--- config.mk ---
export PLATFORM = sky130hd
export DESIGN_NAME = sia_front
export DESIGN_NICKNAME = d
export VERILOG_FILES = /design/src/rtl/sia_pkg.sv /design/src/rtl/sia_front.sv
export SDC_FILE = /design/constraint.sdc
export NUM_CORES = 1
export LEC_CHECK = 0
export BUFFER_PORTS_ARGS = -buffer_cell sky130_fd_sc_hd__buf_2
export CAP_MARGIN = 5
export CORE_UTILIZATION = 31
export CTS_BUF_LIST = sky130_fd_sc_hd__clkbuf_8 sky130_fd_sc_hd__clkbuf_16
export CTS_CLUSTER_DIAMETER = 30
export CTS_CLUSTER_SIZE = 10
export DETAILED_ROUTE_END_ITERATION = 10
export HOLD_SLACK_MARGIN = 0.02
export SLEW_MARGIN = 20
export SYNTH_ARGS = -nofsm -noshare
export SYNTH_HDL_FRONTEND = slang
export SYNTH_SLANG_ARGS = --single-unit
--- constraint.sdc ---
create_clock -name clock -period 4.6 [get_ports clock]
set_input_delay 0.69 -clock clock [delete_from_list [all_inputs] [get_ports clock]]
set_output_delay 0.69 -clock clock [all_outputs]
set_load 0.005 [all_outputs]
--- src/rtl/sia_pkg.sv ---
// shared opcodes, status codes and front-to-back word type for the stack alu
package sia_pkg;

   localparam int OpW = 5;
   localparam int ImmW = 32;
   localparam int WordW = 64;
   localparam int StatW = 2;

   localparam logic [OpW-1:0] OP_PUSH = 5'd0;
   localparam logic [OpW-1:0] OP_NULL = 5'd1;
   localparam logic [OpW-1:0] OP_TRUE = 5'd2;
   localparam logic [OpW-1:0] OP_FALSE = 5'd3;
   localparam logic [OpW-1:0] OP_ADD = 5'd4;
   localparam logic [OpW-1:0] OP_SUB = 5'd5;
   localparam logic [OpW-1:0] OP_MUL = 5'd6;
   localparam logic [OpW-1:0] OP_DIV = 5'd7;
   localparam logic [OpW-1:0] OP_MOD = 5'd8;
   localparam logic [OpW-1:0] OP_NEG = 5'd9;
   localparam logic [OpW-1:0] OP_NOT = 5'd10;
   localparam logic [OpW-1:0] OP_EQ = 5'd11;
   localparam logic [OpW-1:0] OP_NE = 5'd12;
   localparam logic [OpW-1:0] OP_LT = 5'd13;
   localparam logic [OpW-1:0] OP_LE = 5'd14;
   localparam logic [OpW-1:0] OP_GT = 5'd15;
   localparam logic [OpW-1:0] OP_GE = 5'd16;
   localparam logic [OpW-1:0] OP_AND = 5'd17;
   localparam logic [OpW-1:0] OP_OR = 5'd18;
   localparam logic [OpW-1:0] OP_POP = 5'd19;
   localparam logic [OpW-1:0] OP_DUP = 5'd20;

   localparam logic [StatW-1:0] ST_OK = 2'd0;
   localparam logic [StatW-1:0] ST_UNDER = 2'd1;
   localparam logic [StatW-1:0] ST_OVER = 2'd2;
   localparam logic [StatW-1:0] ST_DIVZ = 2'd3;

   // operand class decided in the front end
   localparam logic [2:0] CL_NOP = 3'd0;
   localparam logic [2:0] CL_PUSH = 3'd1;
   localparam logic [2:0] CL_BIN = 3'd2;
   localparam logic [2:0] CL_UNARY = 3'd3;
   localparam logic [2:0] CL_POP = 3'd4;
   localparam logic [2:0] CL_DUP = 3'd5;

   typedef struct packed {
      logic [OpW-1:0] op;
      logic [2:0] cls;
      logic [WordW-1:0] value;
   } instr_type;

endpackage

--- src/rtl/sia_front.sv ---
// front end: classifies an instruction and holds it in a two-word queue
module sia_front (
   input logic clock,
   input logic reset,
   input logic push,
   output logic full,
   input logic [sia_pkg::OpW-1:0] op,
   input logic signed [sia_pkg::ImmW-1:0] imm,
   output logic q_valid,
   input logic q_take,
   output sia_pkg::instr_type q_word
);
   import sia_pkg::*;

   instr_type slot_ff [2];
   instr_type slot_in;
   logic rd_ff, rd_in, wr_ff, wr_in;
   logic [1:0] cnt_ff, cnt_in;
   logic acc;

   assign full = (cnt_ff == 2'd2);
   assign acc = push && !full;
   assign q_valid = (cnt_ff != 2'd0);
   assign q_word = slot_ff[rd_ff];

   // classify and form the pushed constant
   always_comb begin
      slot_in.op = op;
      slot_in.value = '0;
      if (op == OP_PUSH) begin
         slot_in.value = {{(WordW-ImmW){imm[ImmW-1]}}, imm};
      end else if (op == OP_TRUE) begin
         slot_in.value = 64'd1;
      end
      if (op <= OP_FALSE) slot_in.cls = CL_PUSH;
      else if ((op >= OP_ADD && op <= OP_MOD) || (op >= OP_EQ && op <= OP_OR))
         slot_in.cls = CL_BIN;
      else if (op == OP_NEG || op == OP_NOT) slot_in.cls = CL_UNARY;
      else if (op == OP_POP) slot_in.cls = CL_POP;
      else if (op == OP_DUP) slot_in.cls = CL_DUP;
      else slot_in.cls = CL_NOP;
   end

   // queue pointers
   always_comb begin
      rd_in = rd_ff ^ (q_take && q_valid);
      wr_in = wr_ff ^ acc;
      cnt_in = cnt_ff + {1'b0, acc} - {1'b0, q_take && q_valid};
   end

   always_ff @(posedge clock) begin
      if (reset) begin
         rd_ff <= 1'b0;
         wr_ff <= 1'b0;
         cnt_ff <= 2'd0;
      end else begin
         rd_ff <= rd_in;
         wr_ff <= wr_in;
         cnt_ff <= cnt_in;
      end
   end

   always_ff @(posedge clock) begin
      if (acc) slot_ff[wr_ff] <= slot_in;
   end

`ifndef SYNTHESIS
   a_cnt: assert property (@(posedge clock) disable iff (reset)
      cnt_ff != 2'd3) else $error("queue count out of range");
   a_full: assert property (@(posedge clock) disable iff (reset)
      (full && !(q_take && q_valid)) |=> full) else $error("full dropped without take");
   a_ptr: assert property (@(posedge clock) disable iff (reset)
      (cnt_ff == 2'd0) |-> (rd_ff == wr_ff)) else $error("pointers differ when empty");
`endif
endmodule

Word level (Yosys, flattened, before mapping)
Memories as Yosys holds them, arrays and structs flattened. A register that Yosys moved wholly into a read port is not among the register bits.
Index checks and enable logic that the tools add are counted.

storage, ports and cells
  RAM bits = 144
  memories = 1
  flip-flop bits (word level) = 4

memory list
  name     words  bits a word  rd ports  clocked after memory_dff  wr ports  line             text
  slot_ff  2      72           1         1                         1         sia_front.sv:15  instr_type slot_ff [2];

cells by class
  reductions and logical operators = 9
  equal/unequal tests = 6
  multiplexer cells = 10
  bitwise gates (word level) = 2
  $lt $le $gt $ge = 5
  add/subtract/negate cells = 2

operators by type and width
  operator                                                         count
  two-way mux 64 bit                                               1
  two-way mux 3 bit                                                5
  == test 5 x 4 -> 1 bit (second input constant)                   2
  == test 5 bit (second input constant)                            2
  == test 5 x 2 -> 1 bit (second input constant)                   1
  >= comparator 5 x 3 -> 1 bit (second input constant)             1
  >= comparator 5 x 4 -> 1 bit (second input constant)             1
  less-or-equal comparator 5 x 2 -> 1 bit (second input constant)  1
  less-or-equal comparator 5 x 4 -> 1 bit (second input constant)  1
  less-or-equal comparator 5 bit (second input constant)           1
  zero test 5 bit                                                  1
  logical AND 1 bit                                                4
  two-way mux 1 bit                                                4
  adder 2 x 1 -> 2 bit                                             1
  == test 2 bit (second input constant)                            1
  logical OR 1 bit                                                 2
  nonzero test 2 bit                                               1
  subtractor 2 x 1 -> 2 bit                                        1
  XOR 1 bit                                                        2
  zero test 1 bit                                                  1

Longest topological paths before layout
Gate-level depths: netlist of the first run.

  word-level depth = 6
  depth in mapped cells = 8
  mapped depth without buffers = 8

Worst setup path before layout of the first run
Ideal clock, no wire load.

  kind = input to register
  start = input push
  end = memory slot_ff[1][0] in the netlist's numbering (enable)
  data arrival time = 1823 ps
  library setup time = 401 ps
  stages on the path = 3
  setup slack = 2376 ps
  cell sequence = nand2_1 -> inv_1 -> ha_1

between the ends
  longest elaborated chain between the ends = 3

RTL lines
  item                                     line             text
  start, declared                          sia_front.sv:5   input logic push,
  logical AND 1 bit                        sia_front.sv:22  assign acc = push && !full;
  two-way mux 1 bit                        sia_front.sv:64  if (acc) slot_ff[wr_ff] <= slot_in;
  two-way mux 1 bit (implied by the code)  sia_front.sv:64
  end, declared                            sia_front.sv:15

No other way between the ends.

==> summary.md, run 1 <==
| Metric | Value |
|---|---|
| Run status | finished with violations |
| Violated checks | design-rule violations |
| Peak supply drop | 0.000194 V |
| Crit end category | primary output |
| Int Power | 1.88 mW |
| Final min period | 2.51 ns |
| Syn avg cell area | 15.8 um^2 |
| Sequential fraction of the synthesis area | 67.3% |
| Min-Delay Path Class | primary input to flop |
| Logic pwr share | 26.3% |
| GP Congestion | 0.692 |
| Fillers | 1,094 |
| Rel. slew slack | 31.6% |
| Post-Route Setup TNS | 0 ns |
| Startpoint types | flop |
| Share of cells above drive strength 1 | 60.9% |
| Die Y-Extent | 111 um |
| DRT Pass-1 Iters | 8 |
| Psw | 0.641 mW |
| Final net count | 365 |
| First-pass GRT wire length | 10.1 mm |
| Num rows | 39 |
| Final setup viols | 0 |
| Gr usage total | 11.0% |
| Measured slew at the worst slew-check pin | 1.03 ns |
| Critical Setup Path Class | flop to primary output |
| Drt wl/cell | 13.8 um |
| Flip-flop and latch count after synthesis | 84 |
| Vias/cell | 4.38 |
| Ys async rst share | 0% |
| Clock transition at the registers of the reported paths | 0.06 ns |
| Final Total Pwr | 2.52 mW |
| Critical path peak fanout | 29 |
| H-Tree Depth | 3 |
| Post-DRT Antenna Nets | 0 |
| Switching part of the total | 25.4% |
| Grt ovf | 0 |
| RSZ-0062 raised after global routing | no |
| CP required | 3.91 ns |
| Port Buffer Count | 114 |
| Die width | 111 um |
| Leak | 1.86 nW |
| Count of cell types in the netlist | 29 |
| Most used DFF post-synth | edfxtp_1 |
| Crit-path slowest cell | dfxtp_2 |
| Fin. max-slew vios | 0 |
| IO Pins | 115 |
| Pwr dens | 556 nW/um^2 |
| DP Wirelength | 4.09 mm |
| Setup repair bufs after CTS | 0 |
| Hold_buf cts | 0 |
| Final hold vios | 0 |
| Post-Synthesis Cells | 233 |
| Part of the power in registers | 41.4% |
| Antenna cells | 0 |
| Crit-path cells | buf_4, mux2_2, buf_2 |
| Post-synth EDFFs | 80 |
| CTS resizes | 0 |
| Via Count | 2,050 |
| Antenna violations before repair | 0 |
| Finished Cell Area | 4530 um^2 |
| Area Overhead vs Synth | 22.9% |
| Max clock buf depth | 2 |
| Crit path DAT | 1.82 ns |
| Number of global-route vias before repair | 2,056 |
| Final period utilization | 54.6% |
| Die ar. | 12,300 um^2 |
| Max cap viols | 0 |
| CTS Sinks | 84 |
| Post-Route WL | 6.44 mm |
| Post-Syn Area | 3690 um^2 |
| Setup Skew | 0.00502 ns |
| CTS tree | built |
| Root Buffer | clkbuf_16 |
| Yosys warning count | 0 |
| Clock Power Share | 32.3% |
| Clk_lat worst skew | 0.33 ns |
| Initial DRC Count | 116 |
| Placed instance area | 4180 um^2 |
| Initial Util | 32.0% |
| Largest net degree at the start of global routing | 41 |
| Residual DRC | 22 |
| Post-Syn Nets | 278 |
| CP max stage delay | 0.52 ns |
| Cts bufs inserted | 9 |
| Core Region | 11,500 um^2 |
| Fmax | 0.398 GHz |
layout make-up:
class | instances | area (um^2) | share of cell area, %
flip-flops and latches | 84 | 2480 | 54.8
multi-input cells | 104 | 923 | 20.4
repair buffers | 116 | 586 | 12.9
clock buffers | 10 | 239 | 5.27
well taps | 143 | 179 | 3.95
clock inverters | 6 | 104 | 2.29
inverters | 5 | 18.8 | 0.414
power groups by stage:
stage	sequential (mW)	clock, mW	combinational (mW)
5_1_grt	1.06	0.862	0.735
3_5_place_dp	1.06	0	0.677
3_3_place_gp	1.05	0	0.681
4_1_cts	1.05	0.835	0.680
6_report	1.04	0.815	0.662
2_1_floorplan	1.03	0	0.522
kinds of logic (layout without fill, tap and decap cells):
logic type / count (synthesis) / after routing / synth area share [%]
buffers and inverters: 45 / 137 / 8.07
adders and majority gates: 4 / 4 / 1.36
DFF: 84 / 84 / 67.3
and+or+nand+nor: 52 / 52 / 9.60
xor gates and xnor gates: 2 / 2 / 0.475
AOI/OAI and AO/OA: 6 / 6 / 0.984
muxes: 40 / 40 / 12.2
layer usage:
layer  vias to the layer above  track usage [%]  wire length (um)
met5                         -                0                 0
met4                         0             5.23               101
met3                         8             3.06               377
met2                        79             19.0              3210
met1                       983             12.5              2740
li1                        980                -                 -
stage by stage:
step | cells | util, % | setup slack (ns) | hold WS (ns)
global route | 468 | 39.4 | 1.94 | 0.565
global placement | 452 | 36.3 | 2.31 | 0.523
floorplan | 233 | - | 2.38 | 0.501
CTS | 468 | 39.3 | 2.01 | 0.554
finish | 468 | 39.4 | 2.09 | 0.567
detailed placement | 452 | 36.3 | 2.27 | 0.555
sequential cells by signal (all words and copies together), names as in the netlist:
register  count
wr_ff         1
cnt_ff        2
rd_ff         1
slot_ff      80
synth_stat cells (all sizes together), types with 2 or more instances:
cell type	instances	area, um^2
edfxtp	80	2400
or2	2	15.0
ha	4	50.1
buf	36	260
o21ai	2	10.0
and2	32	225
clkbuf	4	18.8
mux2	40	450
nor3b	2	15.0
nor4	2	27.5
inv	5	18.8
nor2b	2	12.5
nor2	6	22.5
a21oi	2	10.0
nand2	2	7.51
dfxtp	4	80.1
path summary, 6_finish.rpt:
check	depth (start not counted)	from	to	slack [ns]
worst min register to register	2	cnt_ff[1]$_SDFF_PP0_	cnt_ff[1]$_SDFF_PP0_	0.57
worst min-delay path	2	reset	rd_ff$_SDFF_PP0_	0.57
worst max-delay path	3	rd_ff$_SDFF_PP0_	q_word[21]	2.09
worst max register to register	4	cnt_ff[0]$_SDFF_PP0_	slot_ff[0][68]$_DFFE_PP_	2.64
cells in the final DEF (no fill, tap or decap), types with 2 or more instances in the layout:
cell       synthesis  layout
dfxtp_1            4       3
and2_1            12      12
mux2_2            40      40
nor3b_1            2       2
clkinv_2           0       2
clkbuf_16          0       9
bufinv_16          0       3
a21oi_1            2       2
nor2_1             6       6
o21ai_0            2       2
inv_1              5       6
and2_2            20      20
buf_4             32       2
ha_1               4       2
edfxtp_1          80      80
nand2_1            2       2
nor2b_1            2       2
buf_2              4     114
critical path: cells and delay by family (launching register included):
family / cells / cell delay, ns
buf+inv: 2 / 0.57
flops: 1 / 0.52
mux: 1 / 0.40
Power figures use the tool's default switching activity.
==> run 2: changes to the inputs <==
==> constraint.sdc (replaced) <==
create_clock -name clock -period 2.15 [get_ports clock]
set_input_delay 0.3225 -clock clock [delete_from_list [all_inputs] [get_ports clock]]
set_output_delay 0.3225 -clock clock [all_outputs]
set_load 0.005 [all_outputs]
==> run 2 against run 1 <==
Net effect: the flow still finishes with violations (design-rule violations); clock skew shrank 0.00083 ns; core utilization fell by 0.36 points; wire length increased by 5.9%; combinational power rose by 130%; die area unchanged; worst setup slack got worse by 1.8 ns; final cell count increased by 1.3%; sequential cell count stayed put; critical path type unchanged.
==> summary.md, run 2 (synthesis results as in run 1) <==
| Metric | Value |
|---|---|
| Run status | finished with violations |
| Violated checks | design-rule violations |
| Fillers | 1,114 |
| Pwr dens | 1120 nW/um^2 |
| Measured slew at the worst slew-check pin | 0.375 ns |
| CTS resizes | 0 |
| Die ar. | 12,300 um^2 |
| Drt wl/cell | 14.4 um |
| Final core occ | 39.0% |
| CP required | 1.83 ns |
| Peak supply drop | 0.000426 V |
| Fin. max-slew vios | 0 |
| Setup repair bufs after CTS | 0 |
| Initial Util | 32.0% |
| Largest Register | slot_ff |
| Placed cell count | 458 |
| Fmax | 0.530 GHz |
| DP Wirelength | 4.48 mm |
| Min-Delay Path Class | primary input to flop |
| CTS Sinks | 84 |
| Finished Cell Area | 4490 um^2 |
| Hold_buf cts | 0 |
| Max cap viols | 0 |
| Max reg flops | 80 |
| Initial DRC Count | 49 |
| Placed instance area | 4240 um^2 |
| Via Count | 2,081 |
| H-Tree Depth | 3 |
| Hold slack | 0.211 ns |
| Pre-CTS setup slack | 0.571 ns |
| Grt ovf | 0 |
| Vias/cell | 4.39 |
| GP Congestion | 0.663 |
| IO Pins | 115 |
| Rel. slew slack | 75.0% |
| Antenna cells | 0 |
| Most frequent cells in the layout | 114 x buf_2, 80 x edfxtp_1, 40 x mux2_2, 20 x and2_2, 12 x and2_1 |
| First-pass GRT wire length | 10.7 mm |
| Final net count | 371 |
| Critical path peak fanout | 12 |
| CP max stage delay | 0.47 ns |
| Root Buffer | clkbuf_16 |
| Number of global-route vias before repair | 2,095 |
| Crit end category | primary output |
| Antenna violations before repair | 0 |
| Commonest non-fill, non-tap cell in the layout | buf_2 |
| Leak | 1.86 nW |
| Final setup viols | 0 |
| Startpoint types | flop |
| Setup Skew | 0.00419 ns |
| Buf/Inv on CP | 2 |
| Crit-path cells | buf_4, mux2_2, buf_2 |
| Crit-path slowest cell | dfxtp_2 |
| Residual DRC | 22 |
| Core Region | 11,500 um^2 |
| Clock transition at the registers of the reported paths | 0.06 ns |
| Worst R2R Setup Slack | 0.56 ns |
| Largest net degree at the start of global routing | 34 |
| DRT Pass-1 Iters | 7 |
| Max clock buf depth | 2 |
| Final period utilization | 87.8% |
| Biggest regs | slot_ff (80), cnt_ff (2) |
| Post-Route WL | 6.81 mm |
| RSZ-0062 raised after global routing | no |
| Cts bufs inserted | 9 |
| Final min period | 1.89 ns |
| Post-DRT Antenna Nets | 0 |
| Post-Route Setup TNS | 0 ns |
| Port Buffer Count | 114 |
| Share of cells above drive strength 1 | 60.4% |
| Die Y-Extent | 111 um |
| Num rows | 39 |
| Finished Layout Cells | 474 |
| Largest delay share family, worst path | flip-flops |
| Worst Slack Setup Final | 0.262 ns |
| Crit path DAT | 1.57 ns |
| Gr usage total | 11.8% |
| Critical Setup Path Class | flop to primary output |
| Clk_lat worst skew | 0.33 ns |
| Final hold vios | 0 |
| Final Total Pwr | 5.03 mW |
| CTS tree | built |
| Area Overhead vs Synth | 21.8% |
| Die width | 111 um |
run 2: cell count changes in the layout (fill, tap and decap cells not counted):
| cell | delta |
|---|---|
| buf_4 | +5 |
| bufinv_16 | -3 |
| inv_1 | +3 |
| buf_12 | +1 |
| clkbuf_8 | -1 |
| clkinv_1 | +1 |
| ha_2 | +1 |
| ha_4 | -1 |
run 2: routing by layer:
| layer | vias up | routed length, um | track usage [%] |
|---|---|---|---|
| li1 | 989 | - | - |
| met1 | 995 | 2840 | 13.4 |
| met2 | 86 | 3400 | 19.9 |
| met3 | 11 | 407 | 3.44 |
| met4 | 0 | 159 | 6.49 |
| met5 | - | 0 | 0 |
run 2: power by group:
part	internal, mW	total, mW	switching, mW	leakage (nW)
Sequential	2.12	2.22	0.0968	0.815
Combinational	0.775	1.49	0.710	0.904
Clock	0.756	1.33	0.569	0.142
run 2: final timing paths:
kind | start | to | cells past startpoint
setup reg to reg | cnt_ff[0]$_SDFF_PP0_ | cnt_ff[1]$_SDFF_PP0_ | 8
setup / recovery | rd_ff$_SDFF_PP0_ | q_word[18] | 3
hold reg to reg | cnt_ff[1]$_SDFF_PP0_ | cnt_ff[1]$_SDFF_PP0_ | 2
hold / removal | reset | wr_ff$_SDFF_PP0_ | 2
run 2: worst register-to-register path, cell delays in order (launching register included):
cell and delay [ns]:
dfxtp_1 0.37, nand2b_1 0.14, nand2_1 0.09, ha_1 0.28, inv_1 0.04, ha_1 0.17, xor2_1 0.15, and2_1 0.16
nor3_1 0.11
run 2: final cells by class:
type / instances / area [um^2] / share of cell area (%)
Inverter: 5 / 18.8 / 0.418
Clock buffer: 9 / 225 / 5.01
Sequential cell: 84 / 2480 / 55.3
Tap cell: 143 / 179 / 3.98
Multi-Input combinational cell: 104 / 913 / 20.3
Timing Repair Buffer: 122 / 643 / 14.3
Clock inverter: 7 / 28.8 / 0.641
